[src/rtl/etuc_pkg.sv]
// etuc_pkg: constants, month table and result struct for the epoch to calendar converter
// used by epoch_seconds_to_utc_calendar; depends on nothing else
`timescale 1ns / 1ps

package etuc_pkg;

   localparam int SECONDS_WIDTH_DEFAULT = 34;
   localparam int PIPE_STAGES = 14;

   // 86400 = 675 << 7
   localparam int SECS_PER_DAY  = 86400;
   localparam int SECS_PER_HOUR = 3600;
   localparam int SECS_PER_MIN  = 60;
   localparam int DAY_SHIFT     = 7;
   localparam int DAY_ODD       = 675;
   localparam int DAY_ODD_W     = 10;
   localparam int SPLIT_BITS    = 12;
   localparam int TOD_W         = DAY_ODD_W + DAY_SHIFT;
   localparam int HOUR_REM_W    = 12;

   localparam int DAYS_PER_WEEK = 7;
   localparam int EPOCH_WEEKDAY = 4;

   // civil calendar counted from 0000-03-01
   localparam int MARCH_EPOCH_DAYS = 719468;
   localparam int DAYS_PER_400Y    = 146097;
   localparam int DAYS_PER_100Y    = 36524;
   localparam int DAYS_PER_4Y      = 1460;
   localparam int DAYS_PER_YEAR    = 365;
   localparam int YEARS_PER_ERA    = 400;
   localparam int YEARS_PER_CENT   = 100;
   localparam int DOE_W            = 18;
   localparam int YOE_W            = 9;

   localparam int YEAR_OFFSET   = 1900;
   localparam int JAN_FIRST_DAY = 306;
   localparam int JAN_FEB_DAYS  = 59;
   localparam int FIRST_JAN_MP  = 10;
   localparam int MONTHS        = 12;
   localparam int MARCH_INDEX   = 2;

   typedef struct packed {
      logic [5:0] second;
      logic [5:0] minute;
      logic [4:0] hour;
      logic [2:0] weekday;
   } tod_type;

   // first day of each month in a year that starts on March 1
   function automatic logic [8:0] month_start(input logic [3:0] mp);
      logic [8:0] d;
      unique case (mp)
         4'd0:    d = 9'd0;
         4'd1:    d = 9'd31;
         4'd2:    d = 9'd61;
         4'd3:    d = 9'd92;
         4'd4:    d = 9'd122;
         4'd5:    d = 9'd153;
         4'd6:    d = 9'd184;
         4'd7:    d = 9'd214;
         4'd8:    d = 9'd245;
         4'd9:    d = 9'd275;
         4'd10:   d = 9'd306;
         4'd11:   d = 9'd337;
         default: d = 9'd0;
      endcase
      return d;
   endfunction

endpackage

[src/rtl/epoch_seconds_to_utc_calendar.sv]
// epoch_seconds_to_utc_calendar: fourteen stage pipeline from epoch seconds to UTC date and time
// depends on etuc_pkg for constants, the month table and tod_type
`timescale 1ns / 1ps

// Converts an unsigned count of seconds since 1970-01-01 00:00:00 UTC into second, minute,
// hour, weekday (0 is Sunday), year less 1900, day of year, month (0 is January) and day of
// month, with Gregorian leap years. The pipeline takes one transfer per cycle as long as the
// result side keeps up; across its 14 register stages each multiply by a constant reciprocal
// sits in a stage apart from the compare-and-subtract correction that follows it. Stages move
// independently, so an empty stage is filled even while a finished result waits on rsp_stall.
// No state is kept between items. Input bits at or above SECONDS_WIDTH do not exist; years
// beyond 1923 + 1000 wrap in years_since_1900.
module epoch_seconds_to_utc_calendar
   import etuc_pkg::*;
#(
   parameter int SECONDS_WIDTH = SECONDS_WIDTH_DEFAULT
) (
   input  logic                     clock,
   input  logic                     reset,
   input  logic                     req_valid,
   output logic                     req_stall,
   input  logic [SECONDS_WIDTH-1:0] req_epoch_seconds,
   output logic                     rsp_valid,
   input  logic                     rsp_stall,
   output logic [5:0]               rsp_second,
   output logic [5:0]               rsp_minute,
   output logic [4:0]               rsp_hour,
   output logic [2:0]               rsp_weekday,
   output logic [9:0]               rsp_years_since_1900,
   output logic [8:0]               rsp_day_of_year,
   output logic [3:0]               rsp_month_index,
   output logic [4:0]               rsp_day_of_month
);

   // day split: seconds >> 7 = nh * 2^SPLIT_BITS + nl, divided by 675 in two passes
   localparam int NH_W = SECONDS_WIDTH - DAY_SHIFT - SPLIT_BITS;
   localparam logic [63:0] R1 = (64'd1 << NH_W) / 64'(DAY_ODD);
   localparam int R1_W = $clog2(R1 + 64'd1);
   localparam int QH_W = NH_W - DAY_ODD_W + 1;
   localparam int M_W  = DAY_ODD_W + SPLIT_BITS;
   localparam logic [63:0] R2 = (64'd1 << M_W) / 64'(DAY_ODD);
   localparam int R2_W = $clog2(R2 + 64'd1);
   localparam int D_W  = QH_W + SPLIT_BITS;

   localparam logic [63:0] RH = (64'd1 << TOD_W) / 64'(SECS_PER_HOUR);
   localparam int RH_W = $clog2(RH + 64'd1);
   localparam logic [63:0] RM = (64'd1 << HOUR_REM_W) / 64'(SECS_PER_MIN);
   localparam int RM_W = $clog2(RM + 64'd1);

   localparam int ZBASE_W = $clog2(MARCH_EPOCH_DAYS + 1);
   localparam int ZW = ((D_W > ZBASE_W) ? D_W : ZBASE_W) + 1;
   localparam logic [63:0] RE = (64'd1 << ZW) / 64'(DAYS_PER_400Y);
   localparam int RE_W  = $clog2(RE + 64'd1);
   localparam int ERA_W = ZW - $clog2(DAYS_PER_400Y) + 1;
   localparam int Y_W   = ERA_W + YOE_W + 1;

   localparam int W7 = D_W + 1;
   localparam logic [63:0] R7 = (64'd1 << W7) / 64'(DAYS_PER_WEEK);
   localparam int R7_W = $clog2(R7 + 64'd1);

   localparam logic [63:0] R4Y = (64'd1 << DOE_W) / 64'(DAYS_PER_4Y);
   localparam int R4Y_W = $clog2(R4Y + 64'd1);
   localparam logic [63:0] RC = (64'd1 << DOE_W) / 64'(DAYS_PER_100Y);
   localparam int RC_W = $clog2(RC + 64'd1);
   localparam logic [63:0] RY = (64'd1 << DOE_W) / 64'(DAYS_PER_YEAR);
   localparam int RY_W = $clog2(RY + 64'd1);

   // pipeline control
   logic [PIPE_STAGES-1:0] vld_ff, vld_in, adv;

   // stage 0
   logic [NH_W-1:0]       s0_nh_ff, s0_nh_in;
   logic [SPLIT_BITS-1:0] s0_nl_ff, s0_nl_in;
   logic [DAY_SHIFT-1:0]  s0_lo_ff, s0_lo_in;
   logic [NH_W+R1_W-1:0]  s0_prod_ff, s0_prod_in;
   // stage 1
   logic [QH_W-1:0]       s1_qh_ff, s1_qh_in;
   logic [DAY_ODD_W-1:0]  s1_rh_ff, s1_rh_in;
   logic [SPLIT_BITS-1:0] s1_nl_ff, s1_nl_in;
   logic [DAY_SHIFT-1:0]  s1_lo_ff, s1_lo_in;
   logic [QH_W-1:0]       qh_est;
   logic [NH_W-1:0]       rh_full;
   // stage 2
   logic [QH_W-1:0]       s2_qh_ff, s2_qh_in;
   logic [DAY_SHIFT-1:0]  s2_lo_ff, s2_lo_in;
   logic [M_W-1:0]        s2_m_ff, s2_m_in;
   logic [M_W+R2_W-1:0]   s2_prod_ff, s2_prod_in;
   // stage 3
   logic [D_W-1:0]        s3_days_ff, s3_days_in;
   logic [TOD_W-1:0]      s3_rem_ff, s3_rem_in;
   logic [SPLIT_BITS-1:0] ql_est, ql;
   logic [M_W-1:0]        rl_full;
   logic [DAY_ODD_W-1:0]  rl;
   // stage 4
   logic [ZW-1:0]         s4_z_ff, s4_z_in;
   logic [ZW+RE_W-1:0]    s4_pe_ff, s4_pe_in;
   logic [W7-1:0]         s4_w_ff, s4_w_in;
   logic [W7+R7_W-1:0]    s4_p7_ff, s4_p7_in;
   logic [TOD_W-1:0]      s4_rem_ff, s4_rem_in;
   logic [TOD_W+RH_W-1:0] s4_ph_ff, s4_ph_in;
   // stage 5
   logic [ERA_W-1:0]      s5_era_ff, s5_era_in;
   logic [DOE_W-1:0]      s5_doe_ff, s5_doe_in;
   logic [2:0]            s5_wd_ff, s5_wd_in;
   logic [4:0]            s5_hour_ff, s5_hour_in;
   logic [HOUR_REM_W-1:0] s5_r2_ff, s5_r2_in;
   logic [ERA_W-1:0]      era_est;
   logic [ZW-1:0]         doe_full;
   logic [W7-3:0]         q7_est;
   logic [W7-1:0]         r7_full;
   logic [4:0]            hour_est;
   logic [TOD_W-1:0]      hr_full;
   // stage 6
   logic [ERA_W-1:0]       s6_era_ff, s6_era_in;
   logic [DOE_W-1:0]       s6_doe_ff, s6_doe_in;
   logic                   s6_c_ff, s6_c_in;
   logic [2:0]             s6_wd_ff, s6_wd_in;
   logic [4:0]             s6_hour_ff, s6_hour_in;
   logic [HOUR_REM_W-1:0]  s6_r2_ff, s6_r2_in;
   logic [DOE_W+R4Y_W-1:0] s6_p4y_ff, s6_p4y_in;
   logic [DOE_W+RC_W-1:0]  s6_pc_ff, s6_pc_in;
   logic [HOUR_REM_W+RM_W-1:0] s6_pm_ff, s6_pm_in;
   // stage 7
   logic [ERA_W-1:0]      s7_era_ff, s7_era_in;
   logic [DOE_W-1:0]      s7_doe_ff, s7_doe_in;
   logic                  s7_c_ff, s7_c_in;
   logic [6:0]            s7_a_ff, s7_a_in;
   logic [2:0]            s7_b_ff, s7_b_in;
   tod_type               s7_tod_ff, s7_tod_in;
   logic [6:0]            a_est;
   logic [DOE_W-1:0]      a_full;
   logic [2:0]            b_est;
   logic [DOE_W-1:0]      b_full;
   logic [5:0]            min_est;
   logic [HOUR_REM_W-1:0] mr_full;
   // stage 8
   logic [ERA_W-1:0]      s8_era_ff, s8_era_in;
   logic [DOE_W-1:0]      s8_doe_ff, s8_doe_in;
   logic [DOE_W-1:0]      s8_t_ff, s8_t_in;
   tod_type               s8_tod_ff, s8_tod_in;
   // stage 9
   logic [ERA_W-1:0]      s9_era_ff, s9_era_in;
   logic [DOE_W-1:0]      s9_doe_ff, s9_doe_in;
   logic [DOE_W-1:0]      s9_t_ff, s9_t_in;
   logic [DOE_W+RY_W-1:0] s9_py_ff, s9_py_in;
   tod_type               s9_tod_ff, s9_tod_in;
   // stage 10
   logic [ERA_W-1:0]      s10_era_ff, s10_era_in;
   logic [DOE_W-1:0]      s10_doe_ff, s10_doe_in;
   logic [YOE_W-1:0]      s10_yoe_ff, s10_yoe_in;
   tod_type               s10_tod_ff, s10_tod_in;
   logic [YOE_W-1:0]      yoe_est;
   logic [DOE_W-1:0]      yr_full;
   // stage 11
   logic [8:0]            s11_doy_ff, s11_doy_in;
   logic                  s11_leap_ff, s11_leap_in;
   logic [Y_W-1:0]        s11_year_ff, s11_year_in;
   tod_type               s11_tod_ff, s11_tod_in;
   logic [1:0]            cent;
   // stage 12
   logic [8:0]            s12_doy_ff, s12_doy_in;
   logic                  s12_leap_ff, s12_leap_in;
   logic [Y_W-1:0]        s12_year_ff, s12_year_in;
   logic [3:0]            s12_mp_ff, s12_mp_in;
   tod_type               s12_tod_ff, s12_tod_in;
   logic [MONTHS-2:0]     month_ge;
   // stage 13, the result register
   tod_type               s13_tod_ff, s13_tod_in;
   logic [9:0]            s13_year_ff, s13_year_in;
   logic [8:0]            s13_doy_ff, s13_doy_in;
   logic [3:0]            s13_month_ff, s13_month_in;
   logic [4:0]            s13_dom_ff, s13_dom_in;
   logic                  jan_feb;
   logic [Y_W-1:0]        year_full;

   // a stage moves when it is empty or the one after it moves
   always_comb begin
      adv[PIPE_STAGES-1] = !vld_ff[PIPE_STAGES-1] || !rsp_stall;
      for (int i = PIPE_STAGES - 2; i >= 0; i--) begin
         adv[i] = !vld_ff[i] || adv[i+1];
      end
      vld_in[0] = adv[0] ? req_valid : vld_ff[0];
      for (int i = 1; i < PIPE_STAGES; i++) begin
         vld_in[i] = adv[i] ? vld_ff[i-1] : vld_ff[i];
      end
   end

   assign req_stall = !adv[0];
   assign rsp_valid = vld_ff[PIPE_STAGES-1];

   always_ff @(posedge clock) begin
      if (reset) begin
         vld_ff <= '0;
      end else begin
         vld_ff <= vld_in;
      end
   end

   // days and seconds of the day
   always_comb begin
      s0_nh_in   = req_epoch_seconds[SECONDS_WIDTH-1 -: NH_W];
      s0_nl_in   = req_epoch_seconds[DAY_SHIFT +: SPLIT_BITS];
      s0_lo_in   = req_epoch_seconds[DAY_SHIFT-1:0];
      s0_prod_in = s0_nh_in * R1[R1_W-1:0];

      qh_est  = QH_W'(s0_prod_ff >> NH_W);
      rh_full = NH_W'(s0_nh_ff - qh_est * DAY_ODD);
      if (rh_full >= NH_W'(DAY_ODD)) begin
         s1_qh_in = qh_est + QH_W'(1);
         s1_rh_in = DAY_ODD_W'(rh_full - NH_W'(DAY_ODD));
      end else begin
         s1_qh_in = qh_est;
         s1_rh_in = DAY_ODD_W'(rh_full);
      end
      s1_nl_in = s0_nl_ff;
      s1_lo_in = s0_lo_ff;

      s2_m_in    = {s1_rh_ff, s1_nl_ff};
      s2_prod_in = s2_m_in * R2[R2_W-1:0];
      s2_qh_in   = s1_qh_ff;
      s2_lo_in   = s1_lo_ff;

      ql_est  = SPLIT_BITS'(s2_prod_ff >> M_W);
      rl_full = M_W'(s2_m_ff - ql_est * DAY_ODD);
      if (rl_full >= M_W'(DAY_ODD)) begin
         ql = ql_est + SPLIT_BITS'(1);
         rl = DAY_ODD_W'(rl_full - M_W'(DAY_ODD));
      end else begin
         ql = ql_est;
         rl = DAY_ODD_W'(rl_full);
      end
      s3_days_in = {s2_qh_ff, ql};
      s3_rem_in  = {rl, s2_lo_ff};
   end

   // era, weekday and hour
   always_comb begin
      s4_z_in   = ZW'(s3_days_ff) + ZW'(MARCH_EPOCH_DAYS);
      s4_pe_in  = s4_z_in * RE[RE_W-1:0];
      s4_w_in   = W7'(s3_days_ff) + W7'(EPOCH_WEEKDAY);
      s4_p7_in  = s4_w_in * R7[R7_W-1:0];
      s4_rem_in = s3_rem_ff;
      s4_ph_in  = s3_rem_ff * RH[RH_W-1:0];

      era_est  = ERA_W'(s4_pe_ff >> ZW);
      doe_full = ZW'(s4_z_ff - era_est * DAYS_PER_400Y);
      if (doe_full >= ZW'(DAYS_PER_400Y)) begin
         s5_era_in = era_est + ERA_W'(1);
         s5_doe_in = DOE_W'(doe_full - ZW'(DAYS_PER_400Y));
      end else begin
         s5_era_in = era_est;
         s5_doe_in = DOE_W'(doe_full);
      end

      q7_est  = (W7-2)'(s4_p7_ff >> W7);
      r7_full = W7'(s4_w_ff - q7_est * DAYS_PER_WEEK);
      if (r7_full >= W7'(DAYS_PER_WEEK)) begin
         s5_wd_in = 3'(r7_full - W7'(DAYS_PER_WEEK));
      end else begin
         s5_wd_in = 3'(r7_full);
      end

      hour_est = 5'(s4_ph_ff >> TOD_W);
      hr_full  = TOD_W'(s4_rem_ff - hour_est * SECS_PER_HOUR);
      if (hr_full >= TOD_W'(SECS_PER_HOUR)) begin
         s5_hour_in = hour_est + 5'd1;
         s5_r2_in   = HOUR_REM_W'(hr_full - TOD_W'(SECS_PER_HOUR));
      end else begin
         s5_hour_in = hour_est;
         s5_r2_in   = HOUR_REM_W'(hr_full);
      end
   end

   // century and four-year corrections, minute and second
   always_comb begin
      s6_era_in  = s5_era_ff;
      s6_doe_in  = s5_doe_ff;
      s6_c_in    = (s5_doe_ff == DOE_W'(DAYS_PER_400Y - 1));
      s6_wd_in   = s5_wd_ff;
      s6_hour_in = s5_hour_ff;
      s6_r2_in   = s5_r2_ff;
      s6_p4y_in  = s5_doe_ff * R4Y[R4Y_W-1:0];
      s6_pc_in   = s5_doe_ff * RC[RC_W-1:0];
      s6_pm_in   = s5_r2_ff * RM[RM_W-1:0];

      a_est  = 7'(s6_p4y_ff >> DOE_W);
      a_full = DOE_W'(s6_doe_ff - a_est * DAYS_PER_4Y);
      s7_a_in = (a_full >= DOE_W'(DAYS_PER_4Y)) ? a_est + 7'd1 : a_est;

      b_est  = 3'(s6_pc_ff >> DOE_W);
      b_full = DOE_W'(s6_doe_ff - b_est * DAYS_PER_100Y);
      s7_b_in = (b_full >= DOE_W'(DAYS_PER_100Y)) ? b_est + 3'd1 : b_est;

      min_est = 6'(s6_pm_ff >> HOUR_REM_W);
      mr_full = HOUR_REM_W'(s6_r2_ff - min_est * SECS_PER_MIN);
      if (mr_full >= HOUR_REM_W'(SECS_PER_MIN)) begin
         s7_tod_in.minute = min_est + 6'd1;
         s7_tod_in.second = 6'(mr_full - HOUR_REM_W'(SECS_PER_MIN));
      end else begin
         s7_tod_in.minute = min_est;
         s7_tod_in.second = 6'(mr_full);
      end
      s7_tod_in.hour    = s6_hour_ff;
      s7_tod_in.weekday = s6_wd_ff;
      s7_era_in = s6_era_ff;
      s7_doe_in = s6_doe_ff;
      s7_c_in   = s6_c_ff;
   end

   // year of era
   always_comb begin
      s8_era_in = s7_era_ff;
      s8_doe_in = s7_doe_ff;
      s8_tod_in = s7_tod_ff;
      // leap days folded out so that every year counts 365
      s8_t_in   = DOE_W'(s7_doe_ff - s7_a_ff + s7_b_ff - s7_c_ff);

      s9_era_in = s8_era_ff;
      s9_doe_in = s8_doe_ff;
      s9_t_in   = s8_t_ff;
      s9_tod_in = s8_tod_ff;
      s9_py_in  = s8_t_ff * RY[RY_W-1:0];

      yoe_est = YOE_W'(s9_py_ff >> DOE_W);
      yr_full = DOE_W'(s9_t_ff - yoe_est * DAYS_PER_YEAR);
      s10_yoe_in = (yr_full >= DOE_W'(DAYS_PER_YEAR)) ? yoe_est + YOE_W'(1) : yoe_est;
      s10_era_in = s9_era_ff;
      s10_doe_in = s9_doe_ff;
      s10_tod_in = s9_tod_ff;
   end

   // day of the march-based year, leap flag, month and final fields
   always_comb begin
      if (s10_yoe_ff >= YOE_W'(3 * YEARS_PER_CENT)) begin
         cent = 2'd3;
      end else if (s10_yoe_ff >= YOE_W'(2 * YEARS_PER_CENT)) begin
         cent = 2'd2;
      end else if (s10_yoe_ff >= YOE_W'(YEARS_PER_CENT)) begin
         cent = 2'd1;
      end else begin
         cent = 2'd0;
      end
      s11_doy_in  = 9'(s10_doe_ff - (s10_yoe_ff * DAYS_PER_YEAR + (s10_yoe_ff >> 2) - cent));
      // era start is a multiple of 400, so the year of era alone decides leap
      s11_leap_in = (s10_yoe_ff[1:0] == 2'b00)
                    && (s10_yoe_ff != YOE_W'(YEARS_PER_CENT))
                    && (s10_yoe_ff != YOE_W'(2 * YEARS_PER_CENT))
                    && (s10_yoe_ff != YOE_W'(3 * YEARS_PER_CENT));
      s11_year_in = Y_W'(s10_era_ff * YEARS_PER_ERA + s10_yoe_ff);
      s11_tod_in  = s10_tod_ff;

      for (int i = 1; i < MONTHS; i++) begin
         month_ge[i-1] = (s11_doy_ff >= month_start(4'(i)));
      end
      s12_mp_in   = 4'($countones(month_ge));
      s12_doy_in  = s11_doy_ff;
      s12_leap_in = s11_leap_ff;
      s12_year_in = s11_year_ff;
      s12_tod_in  = s11_tod_ff;

      // january and february belong to the next civil year
      jan_feb    = (s12_mp_ff >= 4'(FIRST_JAN_MP));
      year_full  = s12_year_ff + Y_W'(jan_feb);
      s13_year_in = 10'(year_full - Y_W'(YEAR_OFFSET));
      s13_dom_in  = 5'(s12_doy_ff - month_start(s12_mp_ff) + 9'd1);
      if (jan_feb) begin
         s13_month_in = s12_mp_ff - 4'(FIRST_JAN_MP);
         s13_doy_in   = s12_doy_ff - 9'(JAN_FIRST_DAY);
      end else begin
         s13_month_in = s12_mp_ff + 4'(MARCH_INDEX);
         s13_doy_in   = s12_doy_ff + 9'(JAN_FEB_DAYS) + 9'(s12_leap_ff);
      end
      s13_tod_in = s12_tod_ff;
   end

   always_ff @(posedge clock) begin
      if (adv[0]) begin
         s0_nh_ff   <= s0_nh_in;
         s0_nl_ff   <= s0_nl_in;
         s0_lo_ff   <= s0_lo_in;
         s0_prod_ff <= s0_prod_in;
      end
      if (adv[1]) begin
         s1_qh_ff <= s1_qh_in;
         s1_rh_ff <= s1_rh_in;
         s1_nl_ff <= s1_nl_in;
         s1_lo_ff <= s1_lo_in;
      end
      if (adv[2]) begin
         s2_qh_ff   <= s2_qh_in;
         s2_lo_ff   <= s2_lo_in;
         s2_m_ff    <= s2_m_in;
         s2_prod_ff <= s2_prod_in;
      end
      if (adv[3]) begin
         s3_days_ff <= s3_days_in;
         s3_rem_ff  <= s3_rem_in;
      end
      if (adv[4]) begin
         s4_z_ff   <= s4_z_in;
         s4_pe_ff  <= s4_pe_in;
         s4_w_ff   <= s4_w_in;
         s4_p7_ff  <= s4_p7_in;
         s4_rem_ff <= s4_rem_in;
         s4_ph_ff  <= s4_ph_in;
      end
      if (adv[5]) begin
         s5_era_ff  <= s5_era_in;
         s5_doe_ff  <= s5_doe_in;
         s5_wd_ff   <= s5_wd_in;
         s5_hour_ff <= s5_hour_in;
         s5_r2_ff   <= s5_r2_in;
      end
      if (adv[6]) begin
         s6_era_ff  <= s6_era_in;
         s6_doe_ff  <= s6_doe_in;
         s6_c_ff    <= s6_c_in;
         s6_wd_ff   <= s6_wd_in;
         s6_hour_ff <= s6_hour_in;
         s6_r2_ff   <= s6_r2_in;
         s6_p4y_ff  <= s6_p4y_in;
         s6_pc_ff   <= s6_pc_in;
         s6_pm_ff   <= s6_pm_in;
      end
      if (adv[7]) begin
         s7_era_ff <= s7_era_in;
         s7_doe_ff <= s7_doe_in;
         s7_c_ff   <= s7_c_in;
         s7_a_ff   <= s7_a_in;
         s7_b_ff   <= s7_b_in;
         s7_tod_ff <= s7_tod_in;
      end
      if (adv[8]) begin
         s8_era_ff <= s8_era_in;
         s8_doe_ff <= s8_doe_in;
         s8_t_ff   <= s8_t_in;
         s8_tod_ff <= s8_tod_in;
      end
      if (adv[9]) begin
         s9_era_ff <= s9_era_in;
         s9_doe_ff <= s9_doe_in;
         s9_t_ff   <= s9_t_in;
         s9_py_ff  <= s9_py_in;
         s9_tod_ff <= s9_tod_in;
      end
      if (adv[10]) begin
         s10_era_ff <= s10_era_in;
         s10_doe_ff <= s10_doe_in;
         s10_yoe_ff <= s10_yoe_in;
         s10_tod_ff <= s10_tod_in;
      end
      if (adv[11]) begin
         s11_doy_ff  <= s11_doy_in;
         s11_leap_ff <= s11_leap_in;
         s11_year_ff <= s11_year_in;
         s11_tod_ff  <= s11_tod_in;
      end
      if (adv[12]) begin
         s12_doy_ff  <= s12_doy_in;
         s12_leap_ff <= s12_leap_in;
         s12_year_ff <= s12_year_in;
         s12_mp_ff   <= s12_mp_in;
         s12_tod_ff  <= s12_tod_in;
      end
      if (adv[13]) begin
         s13_tod_ff   <= s13_tod_in;
         s13_year_ff  <= s13_year_in;
         s13_doy_ff   <= s13_doy_in;
         s13_month_ff <= s13_month_in;
         s13_dom_ff   <= s13_dom_in;
      end
   end

   assign rsp_second           = s13_tod_ff.second;
   assign rsp_minute           = s13_tod_ff.minute;
   assign rsp_hour             = s13_tod_ff.hour;
   assign rsp_weekday          = s13_tod_ff.weekday;
   assign rsp_years_since_1900 = s13_year_ff;
   assign rsp_day_of_year      = s13_doy_ff;
   assign rsp_month_index      = s13_month_ff;
   assign rsp_day_of_month     = s13_dom_ff;

`ifndef SYNTHESIS
   // an accepted transfer always lands in the first stage
   a_accept_lands: assert property (@(posedge clock) disable iff (reset)
      (req_valid && !req_stall) |=> vld_ff[0])
      else $error("accepted transfer not captured in stage 0");

   // day split correction leaves a proper time of day
   a_rem_range: assert property (@(posedge clock) disable iff (reset)
      vld_ff[3] |-> (s3_rem_ff < TOD_W'(SECS_PER_DAY)))
      else $error("seconds of day out of range");

   // year of era correction stays inside one era
   a_yoe_range: assert property (@(posedge clock) disable iff (reset)
      vld_ff[10] |-> (s10_yoe_ff < YOE_W'(YEARS_PER_ERA)))
      else $error("year of era out of range");

   a_result_range: assert property (@(posedge clock) disable iff (reset)
      rsp_valid |-> (rsp_month_index <= 4'd11) && (rsp_day_of_month != 5'd0)
                    && (rsp_hour <= 5'd23) && (rsp_minute <= 6'd59)
                    && (rsp_second <= 6'd59) && (rsp_weekday <= 3'd6)
                    && (rsp_day_of_year <= 9'd365))
      else $error("result field out of range");
`endif

endmodule
[config.mk]
export PLATFORM = sky130hd
export DESIGN_NAME = epoch_seconds_to_utc_calendar
export DESIGN_NICKNAME = d
export VERILOG_FILES = /design/src/rtl/etuc_pkg.sv /design/src/rtl/epoch_seconds_to_utc_calendar.sv
export SDC_FILE = /design/constraint.sdc
export NUM_CORES = 2
export LEC_CHECK = 0
export ABC_AREA = 1
export BUFFER_PORTS_ARGS = -buffer_cell sky130_fd_sc_hd__buf_2
export CAP_MARGIN = 20
export CORE_UTILIZATION = 59
export DETAILED_ROUTE_END_ITERATION = 12
export MAX_ROUTING_LAYER = met4
export PLACE_DENSITY = 0.78
export REMOVE_ABC_BUFFERS = 1
export SLEW_MARGIN = 10
export SYNTH_ARGS = -nofsm -noshare
export SYNTH_HDL_FRONTEND = slang
export SYNTH_SLANG_ARGS = --single-unit
[constraint.sdc]
create_clock -name clock -period 7.28 [get_ports clock]
set_input_delay 0.364 -clock clock [delete_from_list [all_inputs] [get_ports clock]]
set_output_delay 0.364 -clock clock [all_outputs]
set_load 0.05 [all_outputs]
# Word-level counts from Yosys, hierarchy flattened
# Memories as Yosys holds them, arrays and structs flattened. A register that Yosys moved wholly into a read port is not among the register bits.
# Cells that the tools add are included.
# W data, S select, Z words.
[totals] memories=1 out_inout_bits=50 romBits=144 register_bits=842 wordCells=255 inputBits=38
[classes] n_addsub=51 n_mux=19 reduce_logical=34 magnitude_cmp=24 mul=20 eq_ne=4
[memory_table] memory="(no name shown)" depth=16 width=9 rd=1 rd_clocked_by_memory_dff=1 wr=0 line="etuc_pkg.sv:52" rtl="unique case (mp)"
[op_table] operator="$sub A18 B18 Y18" n=3
[op_table] operator="$ge A9 B8 Y1 const B" n=5
[op_table] operator="$ge A9 B9 Y1 const B" n=4
[op_table] operator="$mux W12" n=3
[op_table] operator="$mul A19 B16 Y35 const B" n=1
[op_table] operator="$mul A22 B13 Y34 const B" n=1
[op_table] operator="$sub A10 B10 Y10 const B" n=3
[op_table] operator="$ge A9 B7 Y1 const B" n=3
[op_table] operator="$mul A18 B9 Y26 const B" n=1
[op_table] operator="$mul A18 B8 Y25 const B" n=1
[op_table] operator="$mul A21 B3 Y24 const B" n=1
[op_table] operator="$ge A22 B10 Y1 const B" n=1
[op_table] operator="$mul A12 B10 Y22 const B" n=1
[op_table] operator="$sub A22 B22 Y22" n=1
[op_table] operator="$add A18 B20 Y21 const B" n=1
[op_table] operator="$ge A21 B18 Y1 const B" n=1
[op_table] operator="$mul A18 B3 Y21 const B" n=1
[op_table] operator="$mul A4 B18 Y21 const B" n=1
[op_table] operator="$sub A21 B21 Y21" n=1
[op_table] operator="$mul A17 B4 Y20 const B" n=1
[op_table] operator="$mux W10" n=2
[op_table] operator="$add A18 B3 Y19 const B" n=1
[op_table] operator="$ge A19 B3 Y1 const B" n=1
[op_table] operator="$mul A17 B3 Y19 const B" n=1
[op_table] operator="70 further kinds" n=112

# Depth between registers and ports, before layout
[logic_depth] depth_word=16 mapped_depth=31 mapped_depth_nobuf=31

# Least setup slack after synthesis
# Ideal clock, no wire load.
[synth_path] kind="reg2out" startpoint="reg vld_ff[13]" endpoint="out req_stall" path_slack_ns=-1.427 arrival_ns=8.343 n_path_buf=0 path_stages_with_launch=10 t_required_ns=6.916 cell_sequence="dfxtp_1 -> nand2_2 -> nor2_4 -> nand4_2 -> or2_2 -> nor2_4 -> nand4_2 -> nor2_1 -> nand4_1 -> inv_1"
[synth_via] elab_chain_len=16
[synth_lines] item="start, declared" line="epoch_seconds_to_utc_calendar.sv:69" rtl="logic [PIPE_STAGES-1:0] vld_ff, vld_in, adv;"
[synth_lines] item="start signal, assigned" line="epoch_seconds_to_utc_calendar.sv:195" rtl="vld_ff <= vld_in;"
[synth_lines] item="$logic_not A1 Y1" line="epoch_seconds_to_utc_calendar.sv:178" rtl="adv[PIPE_STAGES-1] = !vld_ff[PIPE_STAGES-1] || !rsp_stall;"
[synth_lines] item="$logic_or A1 B1 Y1" line="epoch_seconds_to_utc_calendar.sv:178"
[synth_lines] item="net adv[13]" line="epoch_seconds_to_utc_calendar.sv:69"
[synth_lines] item="$logic_or A1 B1 Y1 (4 in series)" line="epoch_seconds_to_utc_calendar.sv:180" rtl="adv[i] = !vld_ff[i] || adv[i+1];"
[synth_lines] item="net adv[9]" line="epoch_seconds_to_utc_calendar.sv:69"
[synth_lines] item="$logic_or A1 B1 Y1" line="epoch_seconds_to_utc_calendar.sv:180"
[synth_lines] item="net adv[8]" line="epoch_seconds_to_utc_calendar.sv:69"
[synth_lines] item="$logic_or A1 B1 Y1 (4 in series)" line="epoch_seconds_to_utc_calendar.sv:180"
[synth_lines] item="net adv[4]" line="epoch_seconds_to_utc_calendar.sv:69"
[synth_lines] item="$logic_or A1 B1 Y1 (4 in series)" line="epoch_seconds_to_utc_calendar.sv:180"
[synth_lines] item="$logic_not A1 Y1" line="epoch_seconds_to_utc_calendar.sv:188" rtl="assign req_stall = !adv[0];"
[synth_lines] item="end, declared" line="epoch_seconds_to_utc_calendar.sv:21" rtl="output logic req_stall,"
# The timed path passes the listed nets, and every way through them passes these cells.

# Worst setup path in the final report
[layout_path] startpoint="reg s3_days_ff[2]" endpoint="reg s4_p7_ff[33], data pin"
[layout_via] elab_chain_len=2
[layout_lines] item="start, declared" line="epoch_seconds_to_utc_calendar.sv:89" rtl="logic [D_W-1:0] s3_days_ff, s3_days_in;"
[layout_lines] item="start signal, assigned" line="epoch_seconds_to_utc_calendar.sv:396" rtl="s3_days_ff <= s3_days_in;"
[layout_lines] item="$add A18 B3 Y19" line="epoch_seconds_to_utc_calendar.sv:240" rtl="s4_w_in = W7'(s3_days_ff) + W7'(EPOCH_WEEKDAY);"
[layout_lines] item="net s4_w_in[16]" line="epoch_seconds_to_utc_calendar.sv:97" rtl="logic [W7-1:0] s4_w_ff, s4_w_in;"
[layout_lines] item="$mul A19 B16 Y35" line="epoch_seconds_to_utc_calendar.sv:241" rtl="s4_p7_in = s4_w_in * R7[R7_W-1:0];"
[layout_lines] item="net s4_p7_in[33]" line="epoch_seconds_to_utc_calendar.sv:98" rtl="logic [W7+R7_W-1:0] s4_p7_ff, s4_p7_in;"
[layout_lines] item="end signal, assigned" line="epoch_seconds_to_utc_calendar.sv:403" rtl="s4_p7_ff <= s4_p7_in;"
[layout_lines] item="end, declared" line="epoch_seconds_to_utc_calendar.sv:98"
# The timed path passes the listed nets, and every way through them passes these cells.
# A chain may end at the register's enable or synchronous reset.

==> out/results.md <==
| Parameter | This run |
| --- | --- |
| Sort of element at the end of the critical path | flop |
| Final hold vios | 0 |
| Clock transition at the registers of the reported paths | 60 ps |
| CTS Buffer Depth | 3 |
| Number of global-route vias before repair | 45.1k |
| Signal arrival time at the worst endpoint | 6710 ps |
| Setup violations, final | 0 |
| Hold wc startpoint | reset |
| Area of combinational cells with multiple inputs | 36500 sq um |
| Ant diodes | 0 |
| Height of the die | 327 microns |
| First-pass GRT wire length | 218000 microns |
| Layout overhead on the synthesized area | 8.08% |
| Post-layout net count | 8229 |
| Leading cell type by number of instances after synthesis | sky130_fd_sc_hd__inv_1 |
| Crit path launch type | flop |
| Sequential fraction of the synthesis area | 33.0% |
| Clock tree root driver cell | sky130_fd_sc_hd__clkbuf_16 |
| Setup repair after global routing missed its margin | false |
| Setup TNS | 0 ps |
| DRC violations left | 0 |
| Total GRT Usage | 25.9% |
| Latest clock arrival within the worst-skew pair | 670 ps |
| Number of antenna violations at the first check in global routing | 0 |
| HPWL reported at the end of detailed placement | 107000 microns |
| Endpoint of the worst-slack reg-to-reg timing path | s4_p7_ff[33] |
| Total of flip-flops plus latches after synthesis | 692 |
| Total congestion overflow after global routing | 0 |
| Cell types with the largest area share after synthesis | sky130_fd_sc_hd__edfxtp_1, sky130_fd_sc_hd__ha_1, sky130_fd_sc_hd__fa_1, sky130_fd_sc_hd__inv_1, sky130_fd_sc_hd__nand2_1 |
| Slew at the pin with the worst max-slew slack | 1040 ps |
| Outcome | completed |
| Final period utilization | 86.5% |
| Routed vias | 44.4k |
| Number of buffers created by CTS | 77 |
| Cell taking the most area after synthesis | sky130_fd_sc_hd__edfxtp_1 |
| Storage cell area | 20600 sq um |
| Critical Path RT | 7690 ps |
| Area enclosed by the die boundary | 107000 sq um |
| Cell area after technology mapping | 62300 sq um |
| Filler cells | 8224 |
| Vias per Instance | 5.39 |
| Hold EP | vld_ff[7] |
| Normalized max-slew margin | 30.7% |
| Highest-delay cell along the critical path | sky130_fd_sc_hd__fa_1 |
| Gp weighted congestion | 0.971 |
| I/O pin count | 88 |
| Routed wire length per instance | 16.0 microns |
| Worst-path maximum fanout | 8 |
| Placement row count | 118 |
| Portion of synthesized cell area occupied by the leading cell type | 32.4% |
| Worst Reg-to-Reg Cells | 28 |
| R2r setup slk | 980 ps |
| Maximum capacitance violations | 0 |
| Synth Area per Inst | 9.44 sq um |
| Share of layout cells above drive strength 1 | 4.84% |
| Antenna viol nets, final | 0 |
| CTS H-tree lvls | 3 |
| Worst setup skew after layout | 26.0 ps |
| Quantity of gates resized following cts | 0 |
| Count of clock tree sinks | 692 |
| Worst hold path class | input pin to flop |
| Hold path cells | 2 |
| Fmax | 159 MHz |
| Port Buf Inserts | 87 |
| CP dominant cell by count | sky130_fd_sc_hd__nand3_1 |
| DIE WIDTH | 327 microns |
| Final worst path period need | 6300 ps |
| Yosys cell types | 65 |
| Final number of max-transition violations | 0 |
| Effective utilization at floorplan | 59.9% |
| Detailed-router iteration count before antenna repair | 6 |
| Path type of the worst setup path | flop to flop |
| Most common flop cell mapped by yosys | sky130_fd_sc_hd__edfxtp_1 |
| CTS tree | built |
| Number of flops mapped to enable cells by yosys | 673 |
| Core Box Area | 104000 sq um |
| Overall routed net length | 132000 microns |
| Async set-or-reset flop fraction in the synthesized netlist | 0% |
| Synth Warn # | 0 |
| Starting DRC count in detailed routing | 2296 |
| Maximum number of pins on one net before global-route repair | 62 |
| List of most frequent post-synthesis cells | sky130_fd_sc_hd__inv_1, sky130_fd_sc_hd__nand2_1, sky130_fd_sc_hd__ha_1 |
| Largest stage delay on the critical path | 570 ps |
| Critical register-to-register path startpoint | s3_days_ff[2] |
| Count of mapped cells out of synthesis | 6602 |
[stage by stage]
step | hold WS, ps | setup slack (ps) | area [sq um] | instances | utilization, %
CTS | 101 | 993 | 67300 | 8237 | 64.6
global route | 144 | 404 | 67300 | 8240 | 64.7
finish | 150 | 980 | 67300 | 8240 | 64.7
floorplan | 400 | -1430 | 62100 | 6578 | -
detailed placement | 405 | 1040 | 64500 | 8060 | 61.9
global placement | 401 | 1050 | 64500 | 8060 | 61.9
[worst max path at each step]
stage,from,endpoint,slack [ps],cells past startpoint
final,s3_days_ff[2],s4_p7_ff[33],980,28
after global routing,s3_days_ff[2],s4_p7_ff[33],400,28
after CTS,s3_days_ff[2],s4_p7_ff[33],990,23
after detailed placement,s3_days_ff[2],s4_p7_ff[33],1040,28
after global placement,s3_days_ff[2],s4_p7_ff[33],1050,28
after floorplan,vld_ff[13],req_stall,-1430,9
[cell families after synthesis]
logic type | count (synthesis) | synth area share [%]
AND/OR/NAND/NOR | 2104 | 14.6
adder cells (fa/ha/maj) | 1394 | 33.1
buffers and inverters | 1388 | 8.49
AO/OA/AOI/OAI | 711 | 6.36
flip-flops | 692 | 33.0
XOR/XNOR | 313 | 4.42
[metal layers]
layer / GRT usage, % / part of all wire [%] / wire length [microns]
met5: - / 0 / 0
met4: 7.05 / 2.6 / 3450
met3: 2.65 / 3.7 / 4820
met2: 45.5 / 50 / 66100
met1: 31.7 / 44 / 57600
[registers in the layout, summed over array words and instances, names as in the netlist, 19 cells and up, named ones only]
signal	flops
s10_tod_in	20
s8_tod_ff	20
s4_w_ff	19
s11_tod_ff	20
s7_tod_ff	20
s10_tod_ff	20
s12_tod_ff	20
s2_m_ff	22
[layout make-up]
| cell class | instances | share of cell area [%] |
|---|---|---|
| multi-input combinational | 4522 | 54.2 |
| sequential | 692 | 30.6 |
| inverter | 1364 | 7.60 |
| clock buffer | 93 | 3.01 |
| tap | 1380 | 2.56 |
| timing repair buffer | 140 | 1.43 |
| clock inverter | 49 | 0.652 |
[placed cells by master (no fill, tap or decap), drive strengths merged, types with 2 or more instances in the layout]
master / instances
a211oi: 10
a221oi: 2
nand3b: 31
inv: 1369
a311oi: 2
o211ai: 10
xor2: 214
nor4: 13
o21ai: 218
o211a: 2
or2: 15
nand4: 94
ha: 970
clkbuf: 93
dlygate4sd3: 35
dfxtp: 19
o21bai: 26
clkinvlp: 8
a21oi: 345
a21boi: 5
bufinv: 2
clkinv: 34
nand3: 334
o31ai: 9
a21o: 30
o221ai: 2
o21a: 17
nor2: 336
a31o: 5
nand2: 1211
fa: 424
o41ai: 2
and2: 5
edfxtp: 673
nor3: 63
buf: 105
o2111ai: 2
a31oi: 15
xnor2: 99
[worst max-delay path, delay by kind of cell (launching register included)]
kind | cells | cell delay (ps)
adders and majority gates | 7 | 2670
buffers and inverters | 3 | 300
DFF | 1 | 500
xor gates and xnor gates | 1 | 160
AOI/OAI and AO/OA | 1 | 140
and+or+nand+nor | 16 | 2280
[what timing repair did]
item / in CTS / in global routing
hold endpoints to repair: 35 / 0
buffers inserted: 0 / 0
hold buffers: 35 / 0
Power is not shown: default switching activity piles up to over one toggle a cycle in this logic, so the estimate is an artifact.
